**config.mk**
```make
export PLATFORM = sky130hd
export DESIGN_NAME = ordered_key_value_table_unit_flat
export DESIGN_NICKNAME = d
export VERILOG_FILES = /design/src/rtl/core/okvt_pkg.sv /design/src/rtl/core/okvt_req_if.sv /design/src/rtl/core/okvt_rsp_if.sv /design/src/rtl/core/okvt_ctrl.sv /design/src/rtl/core/okvt_dp.sv /design/src/rtl/core/ordered_key_value_table_unit.sv /design/src/flat_wrapper.sv
export SDC_FILE = /design/constraint.sdc
export NUM_CORES = 2
export LEC_CHECK = 0
export ABC_CLOCK_PERIOD_IN_PS = 10350
export BUFFER_PORTS_ARGS = -buffer_cell sky130_fd_sc_hd__buf_4
export CORE_UTILIZATION = 48
export CTS_CLUSTER_SIZE = 20
export DETAILED_ROUTE_END_ITERATION = 8
export GPL_ROUTABILITY_DRIVEN = 0
export SLEW_MARGIN = 20
export SYNTH_ARGS = -nofsm -noshare
export SYNTH_HDL_FRONTEND = slang
export SYNTH_SLANG_ARGS = --single-unit
```
**constraint.sdc**
```tcl
create_clock -name clk -period 10.35 [get_ports clk]
set_input_delay 0 -clock clk [delete_from_list [all_inputs] [get_ports clk]]
set_output_delay 0 -clock clk [all_outputs]
set_load 0.05 [all_outputs]
```
**src/rtl/core/okvt_pkg.sv**
```systemverilog
// Package for the ordered key/value table unit.
// Holds the operation codes, field widths and the controller command bundle.
// No dependencies; every other file of the block imports it.
package okvt_pkg;

	localparam int OP_W    = 3;
	localparam int KEY_W   = 32;
	localparam int VALUE_W = 32;
	localparam int POS_W   = 4;
	localparam int COUNT_W = 5;

	typedef enum logic [OP_W-1:0] {
		OP_INSERT = 3'd0,
		OP_ACCESS = 3'd1,
		OP_FIND   = 3'd2,
		OP_ERASE  = 3'd3,
		OP_CLEAR  = 3'd4,
		OP_READ   = 3'd5
	} op_t;

	typedef struct packed {
		logic load;
		logic match;
		logic exec;
	} cmd_t;

	typedef struct packed {
		logic               found;
		logic [KEY_W-1:0]   key;
		logic [VALUE_W-1:0] value;
		logic [COUNT_W-1:0] count;
		logic               empty;
		logic               reject;
	} res_t;

endpackage

```
**src/rtl/core/okvt_req_if.sv**
```systemverilog
// Request channel of the ordered key/value table unit.
// Carries valid, ready and one operation; depends on okvt_pkg.
interface okvt_req_if import okvt_pkg::*; ();
	logic               valid;
	logic               ready;
	logic [OP_W-1:0]    operation;
	logic [KEY_W-1:0]   key;
	logic [VALUE_W-1:0] value;
	logic [POS_W-1:0]   position;

	modport source (output valid, operation, key, value, position, input ready);
	modport sink   (input valid, operation, key, value, position, output ready);
endinterface

```
**src/rtl/core/okvt_rsp_if.sv**
```systemverilog
// Response channel of the ordered key/value table unit.
// Carries valid, ready and one result; depends on okvt_pkg.
interface okvt_rsp_if import okvt_pkg::*; ();
	logic               valid;
	logic               ready;
	logic               found;
	logic [KEY_W-1:0]   result_key;
	logic [VALUE_W-1:0] result_value;
	logic [COUNT_W-1:0] entry_count;
	logic               is_empty;
	logic               full_reject;

	modport source (output valid, found, result_key, result_value, entry_count,
		is_empty, full_reject, input ready);
	modport sink   (input valid, found, result_key, result_value, entry_count,
		is_empty, full_reject, output ready);
endinterface

```
**src/rtl/core/okvt_ctrl.sv**
```systemverilog
// Controller of the ordered key/value table unit.
// Sequences load, match and execute steps and owns the response valid flag.
// Depends on okvt_pkg.
module okvt_ctrl import okvt_pkg::*; (
	input  logic clk,
	input  logic arst_n,
	input  logic req_valid,
	output logic req_ready,
	output logic rsp_valid,
	input  logic rsp_ready,
	output cmd_t cmd
);

	typedef enum logic [1:0] {
		ST_IDLE,
		ST_MATCH,
		ST_EXEC
	} state_t;

	state_t state_q;
	logic   rsp_valid_q;
	logic   exec_go;

	assign exec_go   = (state_q == ST_EXEC) && (!rsp_valid_q || rsp_ready);
	assign req_ready = (state_q == ST_IDLE) || exec_go;
	assign rsp_valid = rsp_valid_q;

	assign cmd.load  = req_valid && req_ready;
	assign cmd.match = (state_q == ST_MATCH);
	assign cmd.exec  = exec_go;

	always_ff @(posedge clk or negedge arst_n) begin
		if (!arst_n) begin
			state_q     <= ST_IDLE;
			rsp_valid_q <= 1'b0;
		end else begin
			unique case (state_q)
				ST_IDLE: begin
					if (cmd.load) begin
						state_q <= ST_MATCH;
					end
				end
				ST_MATCH: begin
					state_q <= ST_EXEC;
				end
				ST_EXEC: begin
					if (exec_go) begin
						state_q <= cmd.load ? ST_MATCH : ST_IDLE;
					end
				end
				default: begin
					state_q <= ST_IDLE;
				end
			endcase
			if (exec_go) begin
				rsp_valid_q <= 1'b1;
			end else if (rsp_ready) begin
				rsp_valid_q <= 1'b0;
			end
		end
	end

endmodule

```
**src/rtl/core/okvt_dp.sv**
```systemverilog
// Datapath of the ordered key/value table unit.
// Holds the entry registers, the parallel key compare, the compaction shift
// and the result register; driven by okvt_ctrl commands, depends on okvt_pkg.
module okvt_dp import okvt_pkg::*; #(
	parameter int CAPACITY   = 16,
	parameter int KEY_BITS   = 32,
	parameter int VALUE_BITS = 32
) (
	input  logic               clk,
	input  logic               arst_n,
	input  cmd_t               cmd,
	input  logic [OP_W-1:0]    operation,
	input  logic [KEY_W-1:0]   key,
	input  logic [VALUE_W-1:0] value,
	input  logic [POS_W-1:0]   position,
	output res_t               res
);

	localparam int IDX_W = (CAPACITY > 1) ? $clog2(CAPACITY) : 1;
	localparam int CNT_W = $clog2(CAPACITY + 1);
	localparam int KW    = (KEY_BITS < KEY_W) ? KEY_BITS : KEY_W;
	localparam int VW    = (VALUE_BITS < VALUE_W) ? VALUE_BITS : VALUE_W;
	localparam int PW    = (IDX_W > POS_W) ? IDX_W : POS_W;
	localparam int CMP_W = (CNT_W > POS_W) ? CNT_W : POS_W;

	logic [OP_W-1:0]  op_q;
	logic [KW-1:0]    key_q;
	logic [VW-1:0]    val_q;
	logic [POS_W-1:0] pos_q;
	logic             hit_q;
	logic [IDX_W-1:0] hit_idx_q;
	logic [CNT_W-1:0] count_q;
	logic [KW-1:0]    keys_q [CAPACITY];
	logic [VW-1:0]    vals_q [CAPACITY];
	res_t             res_q;

	logic             hit_d;
	logic [IDX_W-1:0] idx_d;
	logic [PW-1:0]    pos_ext;
	logic             pos_ok;
	logic             full;
	logic [IDX_W-1:0] rd_idx;
	logic [KW-1:0]    rd_key;
	logic [VW-1:0]    rd_val;
	logic             wr_en;
	logic [IDX_W-1:0] wr_idx;
	logic [VW-1:0]    wr_val;
	logic             shift_en;
	logic [CNT_W-1:0] cnt_d;
	res_t             res_d;

	always_comb begin
		hit_d = 1'b0;
		idx_d = '0;
		for (int i = CAPACITY - 1; i >= 0; i--) begin
			if ((CNT_W'(i) < count_q) && (keys_q[i] == key_q)) begin
				hit_d = 1'b1;
				idx_d = IDX_W'(i);
			end
		end
	end

	assign pos_ext = PW'(pos_q);
	assign pos_ok  = CMP_W'(pos_q) < CMP_W'(count_q);
	assign full    = (count_q == CNT_W'(CAPACITY));
	assign rd_idx  = (op_q == OP_READ) ? pos_ext[IDX_W-1:0] : hit_idx_q;
	assign rd_key  = keys_q[rd_idx];
	assign rd_val  = vals_q[rd_idx];

	always_comb begin
		res_d    = '0;
		wr_en    = 1'b0;
		wr_idx   = count_q[IDX_W-1:0];
		wr_val   = val_q;
		shift_en = 1'b0;
		cnt_d    = count_q;
		unique case (op_q)
			OP_INSERT, OP_ACCESS: begin
				res_d.key = KEY_W'(key_q);
				if (hit_q) begin
					res_d.found = 1'b1;
					wr_idx      = hit_idx_q;
					if (op_q == OP_INSERT) begin
						wr_en     = 1'b1;
						res_d.value = VALUE_W'(val_q);
					end else begin
						res_d.value = VALUE_W'(rd_val);
					end
				end else if (full) begin
					res_d.reject = 1'b1;
				end else begin
					wr_en = 1'b1;
					if (op_q == OP_ACCESS) begin
						wr_val = '0;
					end
					res_d.value = VALUE_W'(wr_val);
					cnt_d       = count_q + 1'b1;
				end
			end
			OP_FIND: begin
				res_d.key = KEY_W'(key_q);
				if (hit_q) begin
					res_d.found = 1'b1;
					res_d.value = VALUE_W'(rd_val);
				end
			end
			OP_ERASE: begin
				res_d.key = KEY_W'(key_q);
				if (hit_q) begin
					res_d.found = 1'b1;
					res_d.value = VALUE_W'(rd_val);
					shift_en    = 1'b1;
					cnt_d       = count_q - 1'b1;
				end
			end
			OP_CLEAR: begin
				cnt_d = '0;
			end
			OP_READ: begin
				if (pos_ok) begin
					res_d.found = 1'b1;
					res_d.key   = KEY_W'(rd_key);
					res_d.value = VALUE_W'(rd_val);
				end
			end
			default: begin
			end
		endcase
		res_d.count = COUNT_W'(cnt_d);
		res_d.empty = (cnt_d == '0);
	end

	always_ff @(posedge clk or negedge arst_n) begin
		if (!arst_n) begin
			count_q <= '0;
		end else if (cmd.exec) begin
			count_q <= cnt_d;
		end
	end

	always_ff @(posedge clk) begin
		if (cmd.load) begin
			op_q  <= operation;
			key_q <= key[KW-1:0];
			val_q <= value[VW-1:0];
			pos_q <= position;
		end
		if (cmd.match) begin
			hit_q     <= hit_d;
			hit_idx_q <= idx_d;
		end
		if (cmd.exec) begin
			res_q <= res_d;
		end
	end

	for (genvar g = 0; g < CAPACITY; g++) begin : g_entry
		always_ff @(posedge clk) begin
			if (cmd.exec) begin
				if (shift_en && (IDX_W'(g) >= hit_idx_q) && (g < CAPACITY - 1)) begin
					keys_q[g] <= keys_q[(g < CAPACITY - 1) ? g + 1 : g];
					vals_q[g] <= vals_q[(g < CAPACITY - 1) ? g + 1 : g];
				end else if (wr_en && (wr_idx == IDX_W'(g))) begin
					keys_q[g] <= key_q;
					vals_q[g] <= wr_val;
				end
			end
		end
	end

	assign res = res_q;

endmodule

```
**src/rtl/core/ordered_key_value_table_unit.sv**
```systemverilog
// Ordered key/value table unit: an associative table of CAPACITY entries kept
// in insertion order. Each request transaction on req carries an operation
// (insert/update, access-or-create, find, erase, clear, read at position), a
// key, a value and a position; each one yields exactly one response
// transaction on rsp with found, key, value, entry count, empty and reject.
// The key is compared with all valid entries at once in the match step, and
// in the execute step one entry is written or the entries above an erased
// one move down. A transaction is latched when accepted, matched in the match
// step and has its response registered in the execute step. A new request is
// taken in the same cycle as the previous one executes, so a new transaction
// overlaps only the write or shift step of the previous one, not its compare.
// When the receiver stalls, the response stays in the output register and
// the unit holds the next request in its execute step until the response is
// taken. Reset empties the table; entry contents are not cleared.
// Depends on okvt_pkg, okvt_req_if, okvt_rsp_if, okvt_ctrl and okvt_dp.
module ordered_key_value_table_unit import okvt_pkg::*; #(
	parameter int CAPACITY   = 16,
	parameter int KEY_BITS   = 32,
	parameter int VALUE_BITS = 32
) (
	input logic       clk,
	input logic       arst_n,
	okvt_req_if.sink  req,
	okvt_rsp_if.source rsp
);

	cmd_t cmd;
	res_t res;

	okvt_ctrl u_ctrl (
		.clk       (clk),
		.arst_n    (arst_n),
		.req_valid (req.valid),
		.req_ready (req.ready),
		.rsp_valid (rsp.valid),
		.rsp_ready (rsp.ready),
		.cmd       (cmd)
	);

	okvt_dp #(
		.CAPACITY   (CAPACITY),
		.KEY_BITS   (KEY_BITS),
		.VALUE_BITS (VALUE_BITS)
	) u_dp (
		.clk       (clk),
		.arst_n    (arst_n),
		.cmd       (cmd),
		.operation (req.operation),
		.key       (req.key),
		.value     (req.value),
		.position  (req.position),
		.res       (res)
	);

	assign rsp.found        = res.found;
	assign rsp.result_key   = res.key;
	assign rsp.result_value = res.value;
	assign rsp.entry_count  = res.count;
	assign rsp.is_empty     = res.empty;
	assign rsp.full_reject  = res.reject;

endmodule
```
**src/flat_wrapper.sv**
```systemverilog
// flat-port wrapper written by rule: the top's interface ports become plain ports
module ordered_key_value_table_unit_flat import okvt_pkg::*;
#(
	parameter int CAPACITY   = 16,
	parameter int KEY_BITS   = 32,
	parameter int VALUE_BITS = 32
)
  (clk, arst_n, req_valid, req_operation, req_key, req_value, req_position, req_ready, rsp_valid, rsp_found, rsp_result_key, rsp_result_value, rsp_entry_count, rsp_is_empty, rsp_full_reject, rsp_ready);
  okvt_req_if req_i ();
  okvt_rsp_if rsp_i ();
  input logic clk;
  input logic arst_n;
  input wire logic [$bits(req_i.valid)-1:0] req_valid;
  input wire logic [$bits(req_i.operation)-1:0] req_operation;
  input wire logic [$bits(req_i.key)-1:0] req_key;
  input wire logic [$bits(req_i.value)-1:0] req_value;
  input wire logic [$bits(req_i.position)-1:0] req_position;
  output wire logic [$bits(req_i.ready)-1:0] req_ready;
  output wire logic [$bits(rsp_i.valid)-1:0] rsp_valid;
  output wire logic [$bits(rsp_i.found)-1:0] rsp_found;
  output wire logic [$bits(rsp_i.result_key)-1:0] rsp_result_key;
  output wire logic [$bits(rsp_i.result_value)-1:0] rsp_result_value;
  output wire logic [$bits(rsp_i.entry_count)-1:0] rsp_entry_count;
  output wire logic [$bits(rsp_i.is_empty)-1:0] rsp_is_empty;
  output wire logic [$bits(rsp_i.full_reject)-1:0] rsp_full_reject;
  input wire logic [$bits(rsp_i.ready)-1:0] rsp_ready;
  assign req_i.valid = req_valid;
  assign req_i.operation = req_operation;
  assign req_i.key = req_key;
  assign req_i.value = req_value;
  assign req_i.position = req_position;
  assign req_ready = req_i.ready;
  assign rsp_valid = rsp_i.valid;
  assign rsp_found = rsp_i.found;
  assign rsp_result_key = rsp_i.result_key;
  assign rsp_result_value = rsp_i.result_value;
  assign rsp_entry_count = rsp_i.entry_count;
  assign rsp_is_empty = rsp_i.is_empty;
  assign rsp_full_reject = rsp_i.full_reject;
  assign rsp_i.ready = rsp_ready;
  ordered_key_value_table_unit #(.CAPACITY(CAPACITY), .KEY_BITS(KEY_BITS), .VALUE_BITS(VALUE_BITS)) u_core (.clk(clk), .arst_n(arst_n), .req(req_i), .rsp(rsp_i));
endmodule
```
==> results.py <==
metrics = {
    "status": {
        "status": "finished, final reports clean",
    },
    "worst_setup_path": {
        "crit_path_max_fanout": 60,
        "crit_chain": "inv_1 -> ha_1 -> nand3_1 -> o21ai_0 -> or2_2 -> nor2_1 -> nand3_4 -> nand2_4 -> buf_4",
        "rr_worst_depth": 9,
        "start_kind": "flip-flop",
        "worstPathRequired_ns": 10.75,
        "cpMaxStageDelayCell": "nand2_4",
        "end_kind": "flip-flop",
        "path_class": "reg -> reg",
        "r2r-start": "u_core.u_dp.count_q[1]$_DFFE_PN0P_",
        "slowest_delay_ns": 0.82,
        "cp_data_arrival_time_ns": 5.43,
        "r2r_end": "u_core.u_dp.vals_q[7][29]$_DFFE_PP_",
        "reg2reg_slack_ns": 5.31,
    },
    "power": {
        "power_frac_comb_pct": 12.9,
        "clock_power_share_pct": 40.1,
        "p_total_w": 0.0116,
        "peakVddDrop_v": 0.000188,
        "pwr-share-seq_pct": 47.0,
        "p_switching_w": 0.00312,
        "power.leakage_nw": 25.7,
        "switching_share_pct": 26.9,
        "power_density_mw_per_mm2": 167,
        "p_int_w": 0.00848,
    },
    "floorplanning": {
        "die-area_mm2": 0.129,
        "chipHeight_um": 360,
        "placementRows": 130,
        "pin_count": 149,
        "start_util_pct": 48.6,
        "core_area_mm2": 0.126,
        "die_w_um": 360,
    },
    "placement": {
        "dp_hpwl_mm": 138,
        "portBuffers": 148,
    },
    "logic_synthesis": {
        "syn_area_mm2": 0.0614,
        "synthCells": 5217,
        "yosysTopAreaCellShare_pct": 57.3,
        "dominantRegCellSynth": "edfxtp_1",
        "ys_seq_elements": 1180,
        "syn-num-nets": 5298,
        "synth_edf_count": 1172,
        "synth_area_leaders": "edfxtp_1 57%, mux4_2 9.4%, o21ai_0 7.8%, nand2_1 6.5%, xor2_1 4.1%",
        "ys_async_sr_fraction_pct": 0.678,
        "ys_types": 59,
        "synth_warnings": 0,
        "synth_area_leader_cell": "edfxtp_1",
        "ys_seq_area_share_pct": 57.7,
        "avgSynthCellArea_um2": 11.8,
    },
    "routing": {
        "drtIter0Drc": 6403,
        "drt-total-wl_mm": 216,
        "ant_nets": 0,
        "avgRoutedWirePerCell_um": 30.6,
        "dr_total_vias": 44900,
        "firstDrtPassIters": 8,
        "drc": 0,
        "vias_per_cell": 6.36,
    },
    "timing": {
        "timing.slew.headroom_pct": 20.6,
        "slew_violations": 0,
        "finalHoldViolCount": 0,
        "finClkSkew_ns": 0.0276,
        "tightest_slew_ns": 1.18,
        "rsz0062_at_grt": "false",
        "fin_crit_sh_pct": 48.7,
        "layout_min_cycle_time_ns": 5.04,
        "max_freq_ghz": 0.199,
        "setup_tns_ns": 0,
        "setup_viol": 0,
    },
    "clock_tree": {
        "insertion_delay_ns": 0.78,
        "cts_tree": "yes",
        "cts_setup_buffers": 0,
        "cts_buffer_depth": 3,
        "cts.clk_slew.worst_paths_ns": 0.06,
        "cts_buffers": 134,
        "cts_root_buf": "clkbuf_16",
        "h-tree-depth": 4,
        "clock-sinks": 1180,
    },
    "grt": {
        "grt_start_max_net_pins": 141,
        "grt-ovfl-total": 0,
        "grt_pass1_wl_mm": 309,
        "antenna_found_initial": 2,
        "grtUsageTotal_pct": 33.2,
        "grt_pass1_vias": 42400,
    },
    "hold_path": {
        "whs_path_depth": 4,
        "hold_end": "u_core.u_ctrl.rsp_valid$_DFFE_PN0P_",
        "hp-class": "in -> reg",
        "hp-start": "rsp_ready",
    },
    "final_layout": {
        "drive_gt1_share_pct": 14.3,
        "nNetsFinal": 5378,
        "areaGrowthSynthToFinish_pct": 13.3,
    },
    "run": {
        "drv_cap": 0,
    },
}
## how the worst max path moves through the flow
| stage | slack (ns) | cells after the start | from | endpoint |
|---|---|---|---|---|
| 5_1_grt | 5.03 | 9 | u_core.u_dp.count_q[1]$_DFFE_PN0P_ | u_core.u_dp.vals_q[7][29]$_DFFE_PP_ |
| 3_5_place_dp | 5.32 | 10 | u_core.u_dp.op_q[2]$_DFFE_PP_ | u_core.u_dp.res[52]$_DFFE_PP_ |
| 6_report | 5.31 | 9 | u_core.u_dp.count_q[1]$_DFFE_PN0P_ | u_core.u_dp.vals_q[7][29]$_DFFE_PP_ |
| 3_3_place_gp | 5.37 | 9 | u_core.u_dp.count_q[1]$_DFFE_PN0P_ | u_core.u_dp.vals_q[7][27]$_DFFE_PP_ |
| 4_1_cts | 5.28 | 9 | u_core.u_dp.count_q[1]$_DFFE_PN0P_ | u_core.u_dp.vals_q[7][29]$_DFFE_PP_ |
| 2_1_floorplan | 1.53 | 5 | u_core.u_ctrl.rsp_valid$_DFFE_PN0P_ | u_core.u_dp.keys_q[13][0]$_DFFE_PP_ |
## power by group through the flow
stage	logic [W]	clock network [W]	registers, W
finish	0.00149	0.00466	0.00545
global route	0.00155	0.00486	0.00545
CTS	0.00146	0.00469	0.00545
detailed placement	0.00141	0	0.00554
global placement	0.00140	0	0.00555
floorplan	0.000837	0	0.00556
## synthesized netlist by cell type, drive strengths merged (8+ instances only)
library cell and count:
nor3 17, nand3 25, xor2 290, buf 125, mux2 35, nand4 66, mux2i 102, inv 75
and2 9, dfrtp 8, nor2 99, xnor2 222, o22ai 33, a21oi 79, o211ai 12, a211o 32
clkbuf 332, mux4 256, nand2 1059, nor4 80, edfxtp 1172, o21ai 1015
## routing by layer
metal	track usage (%)	vias up	share of wire (%)	wire length, um
met5	0	-	0	0
met3	5.96	523	11	22700
met4	18.4	0	6.2	13500
met2	49.9	2915	45	96300
li1	-	19300	-	-
met1	45.8	22200	39	83500
## sequential cells by signal, indices dropped and copies added (netlist names)
| register | cells |
|---|---|
| u_core.u_dp.res | 72 |
| u_core.u_dp.count_q | 5 |
| u_core.u_dp.hit_q | 1 |
| u_core.u_ctrl.state_q | 2 |
| u_core.u_dp.hit_idx_q | 4 |
| u_core.u_dp.pos_ext | 4 |
| u_core.u_dp.vals_q | 512 |
| u_core.u_dp.key_q | 32 |
| u_core.u_ctrl.rsp_valid | 1 |
| u_core.u_dp.op_q | 3 |
| u_core.u_dp.keys_q | 512 |
| u_core.u_dp.val_q | 32 |
## cells by family after synthesis
kind of cell | synth area share, %
buf+inv | 3.48
fa+ha+maj | 0.122
flops | 57.7
compound gates | 10.4
simple gates | 9.36
mux | 11.7
xor+xnor | 7.31
## worst max-delay path, delay by kind of cell (launching register included)
kind | cells | cell delay [ns]
AO/OA/AOI/OAI | 1 | 0.18
adder cells (fa/ha/maj) | 1 | 0.32
AND/OR/NAND/NOR | 5 | 2.35
buffers and inverters | 2 | 1.03
flip-flops | 1 | 0.72
## what timing repair did
item | in CTS | in global routing
hold buffers | 148 | 0
hold endpoints to repair | 119 | 0
resized for setup | 0 | 0
## layout by cell type, fill, tap and decap left out, types with 5 or more instances in the layout
cell type,Yosys,routed
bufinv_16,0,7
mux2i_1,102,98
and2_1,8,6
clkbuf_1,332,28
xnor2_1,222,222
inv_1,73,73
dfrtp_1,8,8
nand4_1,66,66
dlygate4sd3_1,0,148
or3_1,7,6
ha_1,6,6
clkinv_8,0,5
o211ai_1,12,12
mux4_2,256,256
nand2_1,1059,1050
nor2b_1,6,6
mux2_2,35,35
nand2b_1,6,6
edfxtp_1,1172,1172
o21ai_1,60,60
o21ai_0,955,944
buf_4,5,247
nand3_1,24,23
nor2_1,99,98
nand2_4,0,8
a21oi_1,79,79
nor3_1,16,15
clkbuf_16,0,138
xor2_1,290,290
nor4_1,79,79
o22ai_1,33,33
clkinv_1,0,30
o21ai_4,0,11
o31ai_1,6,5
clkinv_2,0,23
a211o_1,32,32
## cell type report
| type | instances | area [um^2] |
|---|---|---|
| Fill cell | 10700 | 56700 |
| Sequential cell | 1180 | 35400 |
| Multi-Input combinational cell | 3505 | 24100 |
| Clock buffer | 168 | 3590 |
| Timing Repair Buffer | 401 | 3470 |
| Tap cell | 1650 | 2060 |
| Clock inverter | 71 | 579 |
| Inverter | 75 | 282 |
| Antenna cell | 1 | 2.50 |
## stage by stage
stage,area (um^2),std cells,util (%),hold WS [ns],setup WS [ns]
detailed placement,63800,6662,50.6,-0.151,5.32
finish,69500,7051,55.1,0.0751,5.31
global route,69500,7050,55.1,0.0821,5.03
global placement,63800,6661,50.6,-0.152,5.37
floorplan,61400,5217,-,-0.296,1.53
CTS,69500,7049,55.1,0.0160,5.28
No activity file was read; power rests on OpenSTA's default activity.
